## src/rtl/two_mode_motor_controller_macros.svh

```systemverilog
// Assertion macros shared by the two-mode motor controller RTL.
// Each asserting module includes this header; it depends on nothing else.
`ifndef TWO_MODE_MOTOR_CONTROLLER_MACROS_SVH
`define TWO_MODE_MOTOR_CONTROLLER_MACROS_SVH

// Checked on every rising edge of clk, ignored while arst_n is low.
`define MMC_ASSERT(label, prop, msg) \
	label: assert property (@(posedge clk) disable iff (!arst_n) prop) else $error(msg);

// Checked on every rising edge of clk, also during reset.
`define MMC_ASSERT_ALWAYS(label, prop, msg) \
	label: assert property (@(posedge clk) prop) else $error(msg);

`endif

```

## src/rtl/mmc_pkg.sv

```systemverilog
// Package for the two-mode motor controller: payload structs, mode codes,
// reset values and the groups of status signals passed between modules.
// No dependencies.
package mmc_pkg;

	localparam int unsigned KeyW   = 5;
	localparam int unsigned KeysW  = 16;
	localparam int unsigned TicksW = 16;
	localparam int unsigned CfgW   = 16;

	localparam logic [1:0] MODE_IDLE   = 2'd0;
	localparam logic [1:0] MODE_TIMING = 2'd1;
	localparam logic [1:0] MODE_CONT   = 2'd2;
	localparam logic [1:0] MODE_WAIT   = 2'd3;

	localparam logic [1:0] GLYPH_OFF = 2'd2;

	localparam logic CFG_PRESS_LIMIT = 1'b0;
	localparam logic CFG_STOP_KEY    = 1'b1;

	localparam logic [TicksW-1:0] PRESS_LIMIT_RST = 16'd50;
	localparam logic [KeyW-1:0]   STOP_KEY_RST    = 5'd3;
	localparam logic [KeyW-1:0]   CHOSEN_KEY_RST  = 5'd3;
	localparam logic [3:0]        PHASE_RST       = 4'b0001;
	localparam logic [TicksW-1:0] TICKS_MAX       = '1;

	typedef struct packed {
		logic             button_down;
		logic [KeysW-1:0] keypad_bits;
	} tick_t;

	typedef struct packed {
		logic       motor_pin_a;
		logic       motor_pin_b;
		logic [3:0] stepper_coils;
		logic       stepper_advanced;
		logic [1:0] glyph_select;
		logic [1:0] mode_now;
	} result_t;

	typedef struct packed {
		logic [3:0] coils;
		logic       advanced;
	} step_status_t;

	typedef struct packed {
		logic       pin_a;
		logic       pin_b;
		logic [1:0] glyph;
		logic [1:0] mode;
	} motor_status_t;

endpackage

```

## src/rtl/mmc_stepper.sv

```systemverilog
// Keypad key selection and stepper phase timing for the motor controller.
// Depends on mmc_pkg and the assertion macros header.
`include "two_mode_motor_controller_macros.svh"

module mmc_stepper (
	input  logic                         clk,
	input  logic                         arst_n,
	input  logic                         adv,
	input  logic [mmc_pkg::KeysW-1:0]    keypad_bits,
	input  logic [mmc_pkg::KeyW-1:0]     stop_key,
	output mmc_pkg::step_status_t        status
);
	import mmc_pkg::*;

	logic [KeyW-1:0]   chosen_q;
	logic [TicksW-1:0] step_ticks_q;
	logic [3:0]        phase_q;
	logic              advanced_q;

	logic              one_hot;
	logic [KeyW-1:0]   key_of_bit;
	logic [KeyW-1:0]   key_next;
	logic              stepping;
	logic              fire;

	always_comb begin
		key_of_bit = '0;
		for (int k = 0; k < KeysW; k++) begin
			if (keypad_bits[k]) begin
				key_of_bit = key_of_bit | KeyW'(k + 1);
			end
		end
	end

	assign one_hot  = (keypad_bits != '0) && ((keypad_bits & (keypad_bits - 1'b1)) == '0);
	assign key_next = one_hot ? key_of_bit : chosen_q;
	assign stepping = (key_next != stop_key);
	assign fire     = stepping && ({{(TicksW-KeyW){1'b0}}, key_next} < step_ticks_q);

	always_ff @(posedge clk or negedge arst_n) begin
		if (!arst_n) begin
			chosen_q     <= CHOSEN_KEY_RST;
			step_ticks_q <= '0;
			phase_q      <= PHASE_RST;
			advanced_q   <= 1'b0;
		end else if (adv) begin
			chosen_q   <= key_next;
			advanced_q <= fire;
			if (fire) begin
				// The phase walks 1, 2, 4, 8 and wraps back to 1.
				phase_q      <= {phase_q[2:0], phase_q[3]};
				step_ticks_q <= '0;
			end else if (stepping && step_ticks_q != TICKS_MAX) begin
				step_ticks_q <= step_ticks_q + 1'b1;
			end
		end
	end

	assign status.coils    = phase_q;
	assign status.advanced = advanced_q;

	`MMC_ASSERT(a_phase_onehot, $onehot(phase_q), "stepper phase is not one-hot")
	`MMC_ASSERT(a_step_clears, advanced_q |-> (step_ticks_q == '0),
		"step counter not cleared after a step")
	`MMC_ASSERT(a_key_range, (chosen_q != '0) && (chosen_q <= 5'd16),
		"selected key out of range")

endmodule

```

## src/rtl/mmc_button.sv

```systemverilog
// Button state machine that times presses and drives the DC motor pins and glyph.
// Depends on mmc_pkg and the assertion macros header.
`include "two_mode_motor_controller_macros.svh"

module mmc_button (
	input  logic                          clk,
	input  logic                          arst_n,
	input  logic                          adv,
	input  logic                          button_down,
	input  logic [mmc_pkg::TicksW-1:0]    press_limit,
	output mmc_pkg::motor_status_t        status
);
	import mmc_pkg::*;

	logic [1:0]        mode_q;
	logic [TicksW-1:0] press_ticks_q;
	logic              dir_q;
	logic [1:0]        glyph_q;
	logic              pin_a_q;
	logic              pin_b_q;

	logic [1:0]        mode_d;
	logic [TicksW-1:0] press_ticks_d;
	logic [TicksW-1:0] press_inc;
	logic              dir_d;
	logic [1:0]        glyph_d;
	logic              pin_a_d;
	logic              pin_b_d;

	assign press_inc = (press_ticks_q != TICKS_MAX) ? press_ticks_q + 1'b1 : press_ticks_q;

	always_comb begin
		mode_d        = mode_q;
		press_ticks_d = press_ticks_q;
		dir_d         = dir_q;
		glyph_d       = glyph_q;
		pin_a_d       = pin_a_q;
		pin_b_d       = pin_b_q;
		case (mode_q)
			MODE_IDLE: begin
				if (button_down) begin
					// Running left drives A high, running right drives B high.
					pin_a_d       = ~dir_q;
					pin_b_d       = dir_q;
					mode_d        = MODE_TIMING;
					glyph_d       = {1'b0, dir_q};
					press_ticks_d = '0;
				end else begin
					pin_a_d = 1'b1;
					pin_b_d = 1'b1;
					glyph_d = GLYPH_OFF;
				end
			end
			MODE_TIMING: begin
				press_ticks_d = press_inc;
				if (!button_down) begin
					if (press_inc <= press_limit) begin
						mode_d = MODE_CONT;
					end else begin
						dir_d  = ~dir_q;
						mode_d = MODE_IDLE;
					end
				end
			end
			MODE_CONT: begin
				if (button_down) begin
					pin_a_d = 1'b1;
					pin_b_d = 1'b1;
					mode_d  = MODE_WAIT;
				end else begin
					pin_a_d = ~dir_q;
					pin_b_d = dir_q;
				end
			end
			default: begin
				if (!button_down) begin
					mode_d = MODE_IDLE;
				end
			end
		endcase
	end

	always_ff @(posedge clk or negedge arst_n) begin
		if (!arst_n) begin
			mode_q        <= MODE_IDLE;
			press_ticks_q <= '0;
			dir_q         <= 1'b1;
			glyph_q       <= GLYPH_OFF;
			pin_a_q       <= 1'b1;
			pin_b_q       <= 1'b1;
		end else if (adv) begin
			mode_q        <= mode_d;
			press_ticks_q <= press_ticks_d;
			dir_q         <= dir_d;
			glyph_q       <= glyph_d;
			pin_a_q       <= pin_a_d;
			pin_b_q       <= pin_b_d;
		end
	end

	assign status.pin_a = pin_a_q;
	assign status.pin_b = pin_b_q;
	assign status.glyph = glyph_q;
	assign status.mode  = mode_q;

	`MMC_ASSERT(a_cont_drives, (mode_q == MODE_CONT) |-> (pin_a_q != pin_b_q),
		"motor not driven while running continuously")
	`MMC_ASSERT(a_wait_stopped, (mode_q == MODE_WAIT) |-> (pin_a_q && pin_b_q),
		"motor not stopped while waiting for release")

endmodule

```

## src/rtl/two_mode_motor_controller.sv

```systemverilog
// Top level of the two-mode motor controller: input register, configuration
// registers, stepper and button units, result handshake. Depends on mmc_pkg,
// mmc_stepper, mmc_button and the assertion macros header.
`include "two_mode_motor_controller_macros.svh"

// Takes one control tick per clock cycle while tick_stall is low, and returns
// one result per tick: the tick is first held in the input register, then it
// updates the stepper and button state, which are themselves the result
// register. The input stage stalls only while it holds a tick and a
// finished result is stalled at the output. Configuration writes take effect
// on the next tick and should be made while no tick is in flight.
module two_mode_motor_controller (
	input  logic                       clk,
	input  logic                       arst_n,
	input  logic                       tick_valid,
	output logic                       tick_stall,
	input  mmc_pkg::tick_t             tick,
	output logic                       result_valid,
	input  logic                       result_stall,
	output mmc_pkg::result_t           result,
	input  logic                       cfg_we,
	input  logic                       cfg_index,
	input  logic [mmc_pkg::CfgW-1:0]   cfg_data
);
	import mmc_pkg::*;

	logic              tick_valid_s1;
	tick_t             tick_s1;
	logic              result_valid_q;
	logic [TicksW-1:0] press_limit_q;
	logic [KeyW-1:0]   stop_key_q;
	logic              adv;
	step_status_t      step_status;
	motor_status_t     motor_status;

	// The stored tick moves into the state whenever the result slot is free.
	assign adv        = tick_valid_s1 && (!result_valid_q || !result_stall);
	assign tick_stall = tick_valid_s1 && !adv;

	always_ff @(posedge clk or negedge arst_n) begin
		if (!arst_n) begin
			tick_valid_s1 <= 1'b0;
		end else if (!tick_stall) begin
			tick_valid_s1 <= tick_valid;
		end
	end

	always_ff @(posedge clk) begin
		if (tick_valid && !tick_stall) begin
			tick_s1 <= tick;
		end
	end

	always_ff @(posedge clk or negedge arst_n) begin
		if (!arst_n) begin
			result_valid_q <= 1'b0;
		end else if (adv) begin
			result_valid_q <= 1'b1;
		end else if (!result_stall) begin
			result_valid_q <= 1'b0;
		end
	end

	always_ff @(posedge clk or negedge arst_n) begin
		if (!arst_n) begin
			press_limit_q <= PRESS_LIMIT_RST;
			stop_key_q    <= STOP_KEY_RST;
		end else if (cfg_we) begin
			case (cfg_index)
				CFG_PRESS_LIMIT: press_limit_q <= cfg_data;
				CFG_STOP_KEY:    stop_key_q    <= cfg_data[KeyW-1:0];
				default:         ;
			endcase
		end
	end

	mmc_stepper u_stepper (
		.clk         (clk),
		.arst_n      (arst_n),
		.adv         (adv),
		.keypad_bits (tick_s1.keypad_bits),
		.stop_key    (stop_key_q),
		.status      (step_status)
	);

	mmc_button u_button (
		.clk         (clk),
		.arst_n      (arst_n),
		.adv         (adv),
		.button_down (tick_s1.button_down),
		.press_limit (press_limit_q),
		.status      (motor_status)
	);

	assign result_valid            = result_valid_q;
	assign result.motor_pin_a      = motor_status.pin_a;
	assign result.motor_pin_b      = motor_status.pin_b;
	assign result.stepper_coils    = step_status.coils;
	assign result.stepper_advanced = step_status.advanced;
	assign result.glyph_select     = motor_status.glyph;
	assign result.mode_now         = motor_status.mode;

	`MMC_ASSERT(a_no_drop, $fell(result_valid_q) |-> !$past(tick_valid_s1),
		"result slot emptied while a tick was waiting")
	`MMC_ASSERT(a_stage_holds, (tick_valid_s1 && result_valid_q && result_stall) |=> tick_valid_s1,
		"stored tick lost while the output was stalled")

endmodule
```

## config.mk

```make
export PLATFORM = sky130hd
export DESIGN_NAME = two_mode_motor_controller
export DESIGN_NICKNAME = d
export VERILOG_FILES = /design/src/rtl/mmc_pkg.sv /design/src/rtl/mmc_stepper.sv /design/src/rtl/mmc_button.sv /design/src/rtl/two_mode_motor_controller.sv
export VERILOG_INCLUDE_DIRS = /design/src /design/src/rtl
export SDC_FILE = /design/constraint.sdc
export NUM_CORES = 1
export LEC_CHECK = 0
export BUFFER_PORTS_ARGS = -buffer_cell sky130_fd_sc_hd__clkbuf_2
export CORE_MARGIN = 2
export CORE_UTILIZATION = 41
export CTS_BUF_LIST = sky130_fd_sc_hd__clkbuf_4 sky130_fd_sc_hd__clkbuf_8
export DETAILED_ROUTE_END_ITERATION = 16
export SETUP_SLACK_MARGIN = 0.5
export SLEW_MARGIN = 40
export SYNTH_ARGS = -nofsm -noshare
export SYNTH_HDL_FRONTEND = slang
export SYNTH_SLANG_ARGS = --single-unit
```

## constraint.sdc

```tcl
create_clock -name clk -period 5.2 [get_ports clk]
set_input_delay 0.52 -clock clk [delete_from_list [all_inputs] [get_ports clk]]
set_output_delay 0.52 -clock clk [all_outputs]
set_load 0.03 [all_outputs]
```

== Yosys cells after proc, flatten, opt, wreduce, memory -nomap -nowiden ==
Index checks and enable logic that the tools add are counted.

* Output and inout bits: 13
* Input port bits: 39
* Register bits: 89

* $lt $le $gt $ge: 2
* Bitwise logic cells: 5
* Muxes and demuxes: 37
* $add $sub $neg: 3
* Equal/unequal tests: 10
* Reductions and logical operators: 26

{| class="wikitable"
|+ Operators with widths
! kind !! count
|-
| $mux W16 || 4
|-
| $add A16 B1 Y16 const B || 2
|-
| $mux W4 || 8
|-
| $ne A16 B16 Y1 const B || 2
|-
| $pmux W16 S2 || 1
|-
| $and A16 B16 Y16 || 1
|-
| $le A16 B16 Y1 || 1
|-
| $logic_not A16 Y1 || 1
|-
| $lt A5 B16 Y1 || 1
|-
| $mux W2 || 8
|-
| $reduce_bool A16 Y1 || 1
|-
| $sub A16 B1 Y16 const B || 1
|-
| $mux W3 || 4
|-
| $reduce_and A2 Y1 || 6
|-
| $mux W5 || 2
|-
| $mux W1 || 7
|-
| $logic_and A1 B1 Y1 || 6
|-
| $ne A2 B2 Y1 const B || 3
|-
| $pmux W2 S3 || 1
|-
| $reduce_bool A2 Y1 || 3
|-
| $ne A5 B5 Y1 || 1
|-
| $reduce_and A5 Y1 || 1
|-
| $logic_not A1 Y1 || 4
|-
| $not A1 Y1 || 4
|-
| 9 further kinds || 10
|}

== Longest topological paths before layout ==
* Word-level depth: 21
* Depth in mapped cells: 16
* Mapped depth without buffers: 16

== Hierarchy ==
A second synthesis with hierarchy kept.

* Cell total of the unflattened synthesis: 468
* Area total of the unflattened synthesis: 5052.3 um^2

{| class="wikitable"
|+ By module, submodules not included
! module !! seq. area each (um^2) !! times used !! cells each !! area an instance (um^2)
|-
| mmc_button || 580.6 || 1 || 220 || 1855.5
|-
| mmc_stepper || 654.4 || 1 || 177 || 1745.4
|-
| two_mode_motor_controller || 1092.3 || 1 || 71 || 1451.4
|}

== Worst setup path after synthesis ==
No wires, ideal clock.

* Path kind: register to register
* From: register tick_s1[4] (netlist name)
* To: register u_stepper.phase_q[2]
* Path buffers: 0
* Path slack: 1177 ps
* Stages on the path, launching flop included: 14
* Required time: 5072 ps
* Data arrival time: 3896 ps
* Period minus slack after synthesis: 4023 ps
* Cell sequence: edfxtp_1 > or4_4 > o41ai_2 > o211ai_1 > nor4_4 > mux2_2 > ha_1 > a21o_1 > a211oi_1 > nand2_1 > o2111ai_1 > a31oi_4 > nor2_2 > mux2_1

* Cells in the longest elaborated chain, start to end: 16
* Elaborated cells on any way between the ends: 22
* Classes of those cells: 1 x add/sub; 1 x order compare; 1 x eq/ne; 13 x mux; 1 x bitwise; 5 x reduce/logical

{| class="wikitable"
|+ Ends and longest elaborated chain
! element !! RTL line !! RTL
|-
| start: declaration || two_mode_motor_controller.sv:28 || <nowiki>tick_t tick_s1;</nowiki>
|-
| start signal: assignment || two_mode_motor_controller.sv:50 || <nowiki>tick_s1 <= tick;</nowiki>
|-
| $mux W3 (3 in a row) || mmc_stepper.sv:29 || <nowiki>if (keypad_bits[k]) begin</nowiki>
|-
| $mux W4 (8 in a row) || mmc_stepper.sv:29 ||
|-
| $mux W5 || mmc_stepper.sv:29 ||
|-
| $mux W5 * || mmc_stepper.sv:36 || <nowiki>assign key_next = one_hot ? key_of_bit : chosen_q;</nowiki>
|-
| named net u_stepper.key_next[2] || mmc_stepper.sv:22 || <nowiki>logic [KeyW-1:0] key_next;</nowiki>
|-
| $lt A5 B16 Y1 or $ne A5 B5 Y1 (tied branches) || mmc_stepper.sv:38, mmc_stepper.sv:37 ||
|-
| $logic_and A1 B1 Y1 * || mmc_stepper.sv:38 || <nowiki>assign fire = stepping && ({{(TicksW-KeyW){1'b0}}, key_next} < step_ticks_q);</nowiki>
|-
| $reduce_and A2 Y1 (no line) * || n/a ||
|-
| end signal: assignment || mmc_stepper.sv:51 || <nowiki>phase_q <= {phase_q[2:0], phase_q[3]};</nowiki>
|-
| end: declaration || mmc_stepper.sv:17 || <nowiki>logic [3:0] phase_q;</nowiki>
|}

The timed path passes the listed nets; every way through them passes the cells marked *.
A chain may end at the register's enable or synchronous reset.

== Final worst setup path ==
* From: register tick_s1[4] (netlist name)
* To: register u_stepper.phase_q[1]

Same word-level chain as after synthesis.

==> flow_results.org <==
** Final layout
- Antenna Cells :: 0
- Share of post-route cells with drive strength above 1 :: 0.224
- Relative to the synthesized area, the layout overhead comes to 13.5%.
- Once layout is complete, the utilization of the core stands at 0.482.
- The filler cells instantiated in the layout total 1038.
- Non-filler instance count after layout :: 641
- Net count of the finished layout :: 557

** Placement
- Count of port buffers added during placement :: 51
- OpenSTA, run right after detailed placement, puts the worst setup slack at 0.744 ns.
- Inst Count DP :: 625
- Detailed placement ended at an HPWL of 7.47 mm.
- Routability-driven placement finished with a final weighted congestion of 0.918.

** Power
- In this run the static leakage power is 0.00235 µW.
- Dividing total power by cell area gives a power density of 336 mW/mm².
- Total power for the finished layout comes to 1770 µW.
- Peak VDD IR :: 0.209 mV

** Floorplan
- The floorplan step defined a die boundary enclosing 0.0122 mm².
- Ports :: 52
- Die Wd :: 110 µm
- In this run the standard cell core region covers 0.0109 mm².
- In this run the core area contains 38 standard-cell rows.
- The initial utilization of the core area, before any placement, comes to 0.425.
- In this run the vertical extent of the chip is 110 µm.

** Detailed routing
- The first detailed-routing pass ran for 5 iterations.
- Dividing the detail-routed wire length by the instance count gives 15.5 µm.
- DRC violations left :: 0
- In the routed layout, each cell is associated on average with a via count of 5.31.
- After the first detailed-routing iteration, the DRC count stood at 174.
- Routed Wire Length :: 9.93 mm
- In this run the remaining antenna-violating nets after routing total 0.
- Vias post-DR :: 3405

** Logic synthesis
- During synthesis, Yosys emitted a total of 0 warnings.
- Fraction of synthesis flops using an asynchronous set or reset pin :: 0.809
- The average instance in the mapped netlist occupies 10.5 µm².
- Yosys top cell by area :: sky130_fd_sc_hd__dfrtp_1
- Number of synthesized flops with an enable pin :: 17
- Compound-Gate Fraction of Synth Area :: 0.130
- Cell area after synthesis :: 0.00465 mm²
- Arithmetic-cell share of the synthesized area counting full adders, half adders and majority gates :: 0.0593
- Of the synthesized area, sequential elements account for 0.501.
- In the synthesized netlist the dominant register cell turns out to be sky130_fd_sc_hd__dfrtp_1.
- Main area contributors after synthesis :: sky130_fd_sc_hd__dfrtp_1 (32%), sky130_fd_sc_hd__edfxtp_1 (11%), sky130_fd_sc_hd__dfstp_2 (6.8%)
- Number of different library cells in the post-synthesis netlist :: 52
- Post-Synthesis Cells :: 443
- Area share of the largest cell type after synthesis :: 0.323
- Synth Area in XOR/XNOR :: 0.0434
- Net count after synthesis :: 504
- In this run, synthesis produced a sequential element count of 89.
- Mux cell area share after synthesis :: 0.0601
- Sorting the synthesized cells by how often they occur yields sky130_fd_sc_hd__dfrtp_1 (60), sky130_fd_sc_hd__nand2_1 (44), sky130_fd_sc_hd__o21ai_0 (32), sky130_fd_sc_hd__inv_1 (30), sky130_fd_sc_hd__ha_1 (22).
- In the post-synthesis netlist, the cell with the most instances is sky130_fd_sc_hd__dfrtp_1.
- After synthesis, the largest family of logic cells by area is simple AND/OR/NAND/NOR gates.
- Post-synthesis share of cell area spent on and, or, nand and nor gates :: 0.170

** Clock tree
- Hold buffers post-CTS :: 0
- Deepest clock path buffer count :: 2
- Clock latency on the worst-skew pair, taken at its later pin, is 0.36 ns.
- Level count of the clock H-tree :: 3
- CTS Buf Count :: 9
- Clock tree synthesis selected as its root buffer the cell sky130_fd_sc_hd__clkbuf_8.
- Once the clock tree was built, the setup fixing pass inserted 0 buffers.
- Clock tree synthesis found a total of 89 sinks.
- CTS tree :: done
- Clock-pin slew of the registers on the worst-case setup and hold paths :: 0.09 ns

** GRT
- In the global route stage, met2 resource usage came out at 0.246.
- For met3 alone, demand over resource in global routing was 0.0335.
- Aggregate global routing overflow :: 0
- Vias in the first global route :: 3415
- Maximum number of pins on one net before global-route repair :: 40
- Global-route usage over all layers :: 0.176
- The first global-routing pass estimated 17.4 mm of wire.
- After global routing, the most crowded layer is met1.
- Met1 usage in global routing :: 0.265
- Antenna violations before repair :: 0

** STA
- Summed over all failing endpoints, the final setup total negative slack is 0 ns.
- Largest clock skew in the final design :: 0.00687 ns
- Final worst path period need :: 4.33 ns
- Setup-violating endpoint count in the final report :: 0
- Worst path setup slack after routing :: 0.866 ns
- Post-route clock period utilization :: 0.833
- Setup repair after global routing missed its margin :: false
- For the pin with the worst max-slew slack, the measured transition is 0.769 ns.
- Count of endpoints failing hold in the final timing report :: 0
- Final number of max-transition violations :: 0
- For this run, the top clock speed supported by timing is 231 MHz.
- The worst pin sits at a relative slew slack of 0.487.

** Hold path
- The path class of the tightest hold or removal check is primary input to async pin.

** Outcome
- The run finished with clean final reports.

** Worst setup path
- Data on the critical path is required at its endpoint by 5.45 ns.
- STA puts the critical path data arrival time at 4.59 ns.
- In this run the critical register-to-register path is captured at u_stepper.phase_q[1].
- The startpoint identified for the worst register-to-register timing path is tick_s1[4].
- STA classifies the critical path endpoint as a flip-flop.
- Cells on worst reg2reg path :: 13
- The critical path is of the flip-flop to flip-flop type.
- Critical Path Start Type :: flip-flop
- In this run the register-to-register setup slack is 0.87 ns.
- Top fanout value on the critical path :: 7

** Job
- Number of maximum-capacitance constraint violations :: 0
-- critical path, stage by stage (launching register included) --
cell and delay (ns):
sky130_fd_sc_hd__edfxtp_1 0.51, sky130_fd_sc_hd__or4_4 0.60, sky130_fd_sc_hd__o41ai_2 0.32, sky130_fd_sc_hd__o211ai_1 0.20
sky130_fd_sc_hd__nor4_4 0.41, sky130_fd_sc_hd__mux2_2 0.40, sky130_fd_sc_hd__ha_1 0.30, sky130_fd_sc_hd__a21o_1 0.20
sky130_fd_sc_hd__a211oi_2 0.35, sky130_fd_sc_hd__nand2_1 0.10, sky130_fd_sc_hd__o2111ai_1 0.13, sky130_fd_sc_hd__a31oi_4 0.10
sky130_fd_sc_hd__nor2_2 0.25, sky130_fd_sc_hd__mux2_1 0.35
-- through the flow --
stage	hold slack, ns	area [µm²]
3_3_place_gp	0.458	5040
4_1_cts	0.118	5270
6_report	0.111	5270
5_1_grt	0.146	5270
2_1_floorplan	0.224	4650
3_5_place_dp	0.467	5060
-- worst max path at each step --
stage	end	depth (start not counted)	slack [ns]	start
4_1_cts	u_stepper.phase_q[1]	13	0.71	tick_s1[4]
3_3_place_gp	u_stepper.phase_q[2]	13	0.94	tick_s1[4]
3_5_place_dp	u_stepper.phase_q[1]	13	0.74	tick_s1[4]
2_1_floorplan	u_stepper.phase_q[2]	13	1.18	tick_s1[4]
5_1_grt	u_stepper.phase_q[2]	13	0.59	tick_s1[4]
6_report	u_stepper.phase_q[1]	13	0.87	tick_s1[4]
-- repair_timing --
action / CTS / global route
gates resized for setup: 0 / 1
setup endpoints to repair: 0 / 4
endpoints found under the hold margin: 0 / 0
-- kinds of logic (layout without fill, tap and decap cells) --
family | count (synthesis) | after routing
AND/OR/NAND/NOR | 151 | 151
AO/OA/AOI/OAI | 91 | 91
flip-flops | 89 | 89
buffers and inverters | 42 | 100
multiplexers | 25 | 25
XOR/XNOR | 23 | 23
adder cells (fa/ha/maj) | 22 | 22
-- layout by cell type (no fill, tap or decap), types with 14 or more instances in the layout --
cell type	instances
sky130_fd_sc_hd__mux2_2	19
sky130_fd_sc_hd__nor2_1	21
sky130_fd_sc_hd__ha_1	22
sky130_fd_sc_hd__and2_1	14
sky130_fd_sc_hd__xnor2_1	14
sky130_fd_sc_hd__clkbuf_2	50
sky130_fd_sc_hd__dfrtp_1	60
sky130_fd_sc_hd__edfxtp_1	17
sky130_fd_sc_hd__o21ai_0	32
sky130_fd_sc_hd__inv_1	30
sky130_fd_sc_hd__nand2_1	44
-- registers in the layout, summed over array words and instances, names as in the netlist --
register	count
u_stepper.step_ticks_q	16
u_button.mode_q	2
u_stepper.chosen_q	5
u_button.press_ticks_q	16
u_stepper.phase_q	4
press_limit_q	16
u_button.glyph_q	2
u_stepper.advanced_q	1
u_button.pin_b_q	1
u_button.dir_q	1
tick_valid_s1	1
result_valid	1
u_button.pin_a_q	1
tick_s1	17
stop_key_q	5
-- where the power goes --
group / switching, µW / internal [µW]
combinational: 240 / 162
clock: 250 / 254
sequential: 73.6 / 793
-- final cells by class --
type	instances	area, µm²	area share
clock inverter	4	51.3	0.00973
tap	140	175	0.0332
inverter	30	113	0.0214
timing repair buffer	54	280	0.0532
multi-input combinational	312	2170	0.411
sequential	89	2330	0.441
clock buffer	12	159	0.0301
-- layer usage --
layer | vias to the layer above | wire length [µm]
met5 | - | 0
met4 | 0 | 212
met3 | 13 | 432
met2 | 78 | 4250
met1 | 1617 | 5030
li1 | 1697 | -
No activity file was read; power rests on OpenSTA's default activity.
